$ cat src/rtl/core/gde_pkg.sv
// Package for the int8 dot-product engine: sizes, codes, reset values and
// the structs that pass between the store, the MAC array and the result buffer.
// No dependencies.
package gde_pkg;

   localparam int MAX_ROWS  = 16;
   localparam int MAX_DEPTH = 4096;

   // Results are emitted for at most sixteen rows per channel.
   localparam int OUT_ROWS   = (MAX_ROWS < 16) ? MAX_ROWS : 16;
   localparam int ROW_W      = (MAX_ROWS > 1) ? $clog2(MAX_ROWS) : 1;
   localparam int OUT_ROW_W  = 4;
   localparam int ROWCNT_W   = $clog2(OUT_ROWS + 1);
   localparam int ADDR_W     = $clog2(MAX_DEPTH);
   localparam int WORD_W     = MAX_ROWS * 8;

   localparam int K_W        = 12;
   localparam int LEN_W      = 13;
   localparam int ACTCFG_W   = 5;
   localparam int CH_W       = 16;
   localparam int ACC_W      = 32;
   localparam int CSR_DATA_W = 16;
   localparam int CSR_IDX_W  = 2;

   localparam logic CMD_LOAD   = 1'b0;
   localparam logic CMD_WEIGHT = 1'b1;

   typedef enum logic [CSR_IDX_W-1:0] {
      CSR_ROW_LENGTH   = 2'd0,
      CSR_ACTIVE_ROWS  = 2'd1,
      CSR_OUT_CHANNELS = 2'd2
   } csr_index_type;

   localparam logic [LEN_W-1:0]    RESET_ROW_LENGTH   = 13'd4096;
   localparam logic [ACTCFG_W-1:0] RESET_ACTIVE_ROWS  = 5'd16;
   localparam logic [CH_W-1:0]     RESET_OUT_CHANNELS = 16'd2048;

   // Access to the activation store for one accepted item.
   typedef struct packed {
      logic              rd_en;
      logic              wr_en;
      logic [ADDR_W-1:0] addr;
      logic [ROW_W-1:0]  wr_row;
      logic [7:0]        wr_data;
   } gde_store_req_type;

   // One multiply-accumulate step of the MAC array.
   typedef struct packed {
      logic                en;
      logic                last;
      logic [ROWCNT_W-1:0] rows;
   } gde_mac_step_type;

   // Capture of a finished channel into the result buffer.
   typedef struct packed {
      logic                load;
      logic [CH_W-1:0]     channel;
      logic [ROWCNT_W-1:0] rows;
   } gde_snap_type;

endpackage

$ cat src/rtl/core/gde_rsp_if.sv
// Result channel of the int8 dot-product engine: valid/ready and one item.
// Depends on gde_pkg for field widths.
interface gde_rsp_if
   import gde_pkg::*;
   ();
   logic                    valid;
   logic                    ready;
   logic [OUT_ROW_W-1:0]    row;
   logic [CH_W-1:0]         channel;
   logic signed [ACC_W-1:0] dot_value;
   logic                    last_of_run;

   modport source (output valid, row, channel, dot_value, last_of_run, input ready);
   modport sink   (input valid, row, channel, dot_value, last_of_run, output ready);
endinterface

$ cat src/rtl/core/gde_result_buffer.sv
// Result buffer: holds the sums of one finished channel and sends them
// out one row per item, row 0 first. Depends on gde_pkg and gde_rsp_if.
module gde_result_buffer
   import gde_pkg::*;
   (
   input  logic                           clock,
   input  logic                           reset,
   input  gde_snap_type                   snap,
   input  logic [MAX_ROWS-1:0][ACC_W-1:0] sums,
   output logic                           busy,
   gde_rsp_if.source                      rsp
   );

   logic [ACC_W-1:0]     bank_ff [OUT_ROWS];
   logic [CH_W-1:0]      channel_ff;
   logic [ROWCNT_W-1:0]  rows_ff;
   logic [OUT_ROW_W-1:0] idx_ff;
   logic [OUT_ROW_W-1:0] idx_in;
   logic                 valid_ff;
   logic                 valid_in;
   logic                 final_row;
   logic                 rsp_fire;

   assign final_row = (ROWCNT_W'(idx_ff) + ROWCNT_W'(1)) == rows_ff;
   assign rsp_fire  = valid_ff && rsp.ready;

   always_comb begin
      valid_in = valid_ff;
      idx_in   = idx_ff;
      if (snap.load) begin
         valid_in = 1'b1;
         idx_in   = '0;
      end else if (rsp_fire && final_row) begin
         valid_in = 1'b0;
         idx_in   = '0;
      end else if (rsp_fire) begin
         idx_in   = idx_ff + OUT_ROW_W'(1);
      end
   end

   always_ff @(posedge clock) begin
      if (reset) begin
         valid_ff <= 1'b0;
         idx_ff   <= '0;
      end else begin
         valid_ff <= valid_in;
         idx_ff   <= idx_in;
      end
   end

   always_ff @(posedge clock) begin
      if (snap.load) begin
         channel_ff <= snap.channel;
         rows_ff    <= snap.rows;
         for (int s = 0; s < OUT_ROWS; s++) begin
            bank_ff[s] <= sums[s];
         end
      end
   end

   assign busy            = valid_ff;
   assign rsp.valid       = valid_ff;
   assign rsp.row         = idx_ff;
   assign rsp.channel     = channel_ff;
   assign rsp.dot_value   = bank_ff[idx_ff];
   assign rsp.last_of_run = final_row;

endmodule

$ cat src/flat_wrapper.sv
// flat-port wrapper written by rule: the top's interface ports become plain ports
module gde_result_buffer_flat import gde_pkg::*;
  (clock, reset, snap, sums, busy, rsp_valid, rsp_row, rsp_channel, rsp_dot_value, rsp_last_of_run, rsp_ready);
  gde_rsp_if rsp_i ();
  input  logic clock;
  input  logic reset;
  input  gde_snap_type snap;
  input  logic [MAX_ROWS-1:0][ACC_W-1:0] sums;
  output logic busy;
  output wire logic [$bits(rsp_i.valid)-1:0] rsp_valid;
  output wire logic [$bits(rsp_i.row)-1:0] rsp_row;
  output wire logic [$bits(rsp_i.channel)-1:0] rsp_channel;
  output wire logic [$bits(rsp_i.dot_value)-1:0] rsp_dot_value;
  output wire logic [$bits(rsp_i.last_of_run)-1:0] rsp_last_of_run;
  input wire logic [$bits(rsp_i.ready)-1:0] rsp_ready;
  assign rsp_valid = rsp_i.valid;
  assign rsp_row = rsp_i.row;
  assign rsp_channel = rsp_i.channel;
  assign rsp_dot_value = rsp_i.dot_value;
  assign rsp_last_of_run = rsp_i.last_of_run;
  assign rsp_i.ready = rsp_ready;
  gde_result_buffer u_core (.clock(clock), .reset(reset), .snap(snap), .sums(sums), .busy(busy), .rsp(rsp_i));
endmodule
$ cat config.mk
export PLATFORM = sky130hd
export DESIGN_NAME = gde_result_buffer_flat
export DESIGN_NICKNAME = d
export VERILOG_FILES = /design/src/rtl/core/gde_pkg.sv /design/src/rtl/core/gde_rsp_if.sv /design/src/rtl/core/gde_result_buffer.sv /design/src/flat_wrapper.sv
export SDC_FILE = /design/constraint.sdc
export NUM_CORES = 1
export LEC_CHECK = 0
export ABC_AREA = 1
export BUFFER_PORTS_ARGS = -buffer_cell sky130_fd_sc_hd__buf_2
export CAP_MARGIN = 30
export CORE_MARGIN = 8
export CORE_UTILIZATION = 30
export DETAILED_ROUTE_END_ITERATION = 16
export GPL_ROUTABILITY_DRIVEN = 0
export PLACE_DENSITY = 0.5
export SLEW_MARGIN = 20
export SYNTH_ARGS = -nofsm -noshare
export SYNTH_HDL_FRONTEND = slang
export SYNTH_SLANG_ARGS = --single-unit
$ cat constraint.sdc
create_clock -name clock -period 3 [get_ports clock]
set_input_delay 0.75 -clock clock [delete_from_list [all_inputs] [get_ports clock]]
set_output_delay 0.75 -clock clock [all_outputs]
set_load 0.05 [all_outputs]
==> results.json <==
{
  "status": "finished, violations left",
  "violations": "setup timing",
  "fin_ws_ns": -0.3950,
  "dpl.hpwl_um": 58190,
  "syn-cell-area_sq_mm": 0.02101,
  "drv_cap": 0,
  "cts.sinks": 542,
  "irDropWorstVdd_mv": 0.5011,
  "synth_cells": 1566,
  "die_y_um": 280.7,
  "ys_ff_latch": 542,
  "rows": 97,
  "drtPass1Iterations": 5,
  "setup_tns_ns": -7.540,
  "setup-violations-final": 32,
  "end_kind": "output port",
  "hp-class": "primary input to flip-flop",
  "layout-drive-gt1-share_pct": 39.21,
  "routedWlPerCell_um": 25.58,
  "coreArea_sq_mm": 0.06966,
  "dp.cells": 3072,
  "yosysWarningCount": 0,
  "p_leak_nw": 11.18,
  "clock_latency_ns": 0.61,
  "vias": 15810,
  "overflow": 0,
  "syn_to_final_growth_pct": 39.80,
  "pre_cts_ws_ns": -0.09777,
  "port_buffers": 591,
  "maxSlewHeadroom_pct": 40.04,
  "htree_levels": 2,
  "power_mw": 18.42,
  "synthAdderAreaFrac_pct": 0.05954,
  "crit_buf_inv": 3,
  "cp_data_arrival_time_ns": 2.65,
  "synth_top_family_by_area": "compound AO/OA/AOI/OAI gates",
  "die_w_um": 280.7,
  "required_ns": 2.25,
  "clock.fmax_mhz": 294.5,
  "nNetsFinal": 2793,
  "crit_family": "compound AO/OA/AOI/OAI gates",
  "muxShareOfSynthArea_pct": 0,
  "initial_core_util_pct": 30.16,
  "synth-xor-area-share_pct": 0.08336,
  "boundaryPins": 592,
  "avgSynthCellArea_sq_um": 13.42,
  "finalClockSkew_ns": 0.006815,
  "crit_chain": "buf_16 > buf_12 > o21ai_2 > o211ai_1 > o211ai_1 > nand2_2 > buf_12",
  "rsz0062_at_grt": "yes",
  "clockBufferDepth": 3,
  "cts.reportedPaths.clkPinSlew_ns": 0.06,
  "finalHoldViolations": 0,
  "utilization_pct": 42.17,
  "grt_max_degree": 93,
  "ant_nets": 0,
  "antenna_found_initial": 31,
  "ys_seq_area_share_pct": 77.02,
  "slowest_stage": "o211ai_1",
  "cts_tree": "yes",
  "slew_violations": 0,
  "post-route-min-period_ns": 3.395,
  "power_density_mw_per_mm2": 626.9,
  "grt_pass1_vias": 16040,
  "drt_wl_total_um": 83530,
  "path_max_fanout": 6,
  "startpoint_type": "flip-flop",
  "min_period_over_period_pct": 113.2,
  "drc_errors": 0,
  "final_common_cell": "buf_2",
  "synth_cell_type_count": 21,
  "cts_root_buffer": "clkbuf_16",
  "instances_no_fill": 3265,
  "grt_use_total_pct": 19.93,
  "die-area_sq_mm": 0.07877,
  "synth_compound_area_share_pct": 11.67,
  "synthSimpleGateAreaFrac_pct": 8.770,
  "drtIter0Drc": 1424,
  "synth_fp_nets": 2104,
  "max_stage_delay_ns": 0.71,
  "vias_per_cell": 4.841,
  "cts_buffers": 61,
  "grt_pass1_wl_um": 113300,
  "worst_pin_slew_ns": 0.8955,
  "worstSetupPathType": "flip-flop to output port",
  "layout_common_cells": "buf_2 (557), edfxtp_1 (533), nor2_1 (368)"
}
through the flow:
step | hold WS, ns | area, sq um
2_1_floorplan | 0.6479 | 21010
3_3_place_gp | 0.4858 | 25750
3_5_place_dp | 0.4924 | 25750
4_1_cts | 0.2585 | 28890
5_1_grt | 0.2692 | 29360
6_report | 0.3071 | 29380
final cells by class:
class / instances / area (sq um)
fill: 6581 / 40290
sequential: 542 / 16200
timing repair buffer: 732 / 5250
multi-input combinational: 906 / 4577
clock buffer: 73 / 1644
tap: 940 / 1176
clock inverter: 43 / 431.7
inverter: 12 / 57.56
antenna: 17 / 42.54
final timing paths:
path                                         from                     to  slack, ns  cells past startpoint
worst min register to register        u_core.busy            u_core.busy       0.50                      2
worst max-delay path                    flip-flop       rsp_dot_value[1]      -0.40                      7
worst max register to register  u_core.rsp.row[0]              flip-flop       1.21                      9
worst min-delay path                    sums[353]  u_core.bank_ff[11][1]       0.31                      1
worst reg2reg max path: cells and delay by family, from the launching register on:
kind / cells / cell delay [ns]
adders and majority gates: 1 / 0.24
DFF: 1 / 0.41
AOI/OAI and AO/OA: 1 / 0.37
and+or+nand+nor: 7 / 0.60
registers in the layout (all words and copies together), names as in the netlist, named ones only:
register	cells
u_core.rows_ff	5
u_core.busy	1
u_core.bank_ff	512
u_core.rsp.channel	16
u_core.rsp.row	4
power by group:
part	switching (mW)	internal [mW]	total [mW]
Sequential	0.185	8.98	9.16
Combinational	0.929	0.633	1.56
Clock	3.10	4.59	7.69
cell usage after synthesis:
cell	n	area share, %
nand2_1	52	0.93
o21ai_0	230	5.5
clkbuf_1	60	1.1
xor2_1	2	0.083
inv_2	1	0.018
buf_2	30	0.71
dfxtp_1	9	0.86
o211ai_1	128	4.6
edfxtp_1	533	76
buf_6	1	0.054
o21ai_1	64	1.5
inv_1	11	0.20
ha_1	1	0.060
nor2_1	388	6.9
and2_1	1	0.030
nand4_1	2	0.060
nand3b_1	1	0.036
nand3_1	33	0.79
buf_1	11	0.20
a21oi_1	4	0.095
buf_4	4	0.14
logic make-up (layout without fill, tap and decap cells):
kind of cell,Yosys count,count (layout)
AOI/OAI and AO/OA,426,426
DFF,542,542
and+or+nand+nor,477,477
adders and majority gates,1,1
xor gates and xnor gates,2,2
buffers and inverters,118,860
other,0,17
layer usage:
metal | vias to the layer above | GRT usage, % | wire [um]
met2 | 673 | 31.70 | 39520
met3 | 117 | 5.312 | 6512
li1 | 7211 | - | -
met5 | - | 0 | 150
met1 | 7783 | 26.37 | 35210
met4 | 22 | 6.523 | 2135
timing repair:
item | in CTS | in global routing
hold buffers | 0 | 0
pin swaps | 59 | 60
setup endpoints to repair | 33 | 33
setup buffers | 34 | 11
resized for setup | 138 | 78
cloned | 11 | 8
Power figures use the tool's default switching activity.
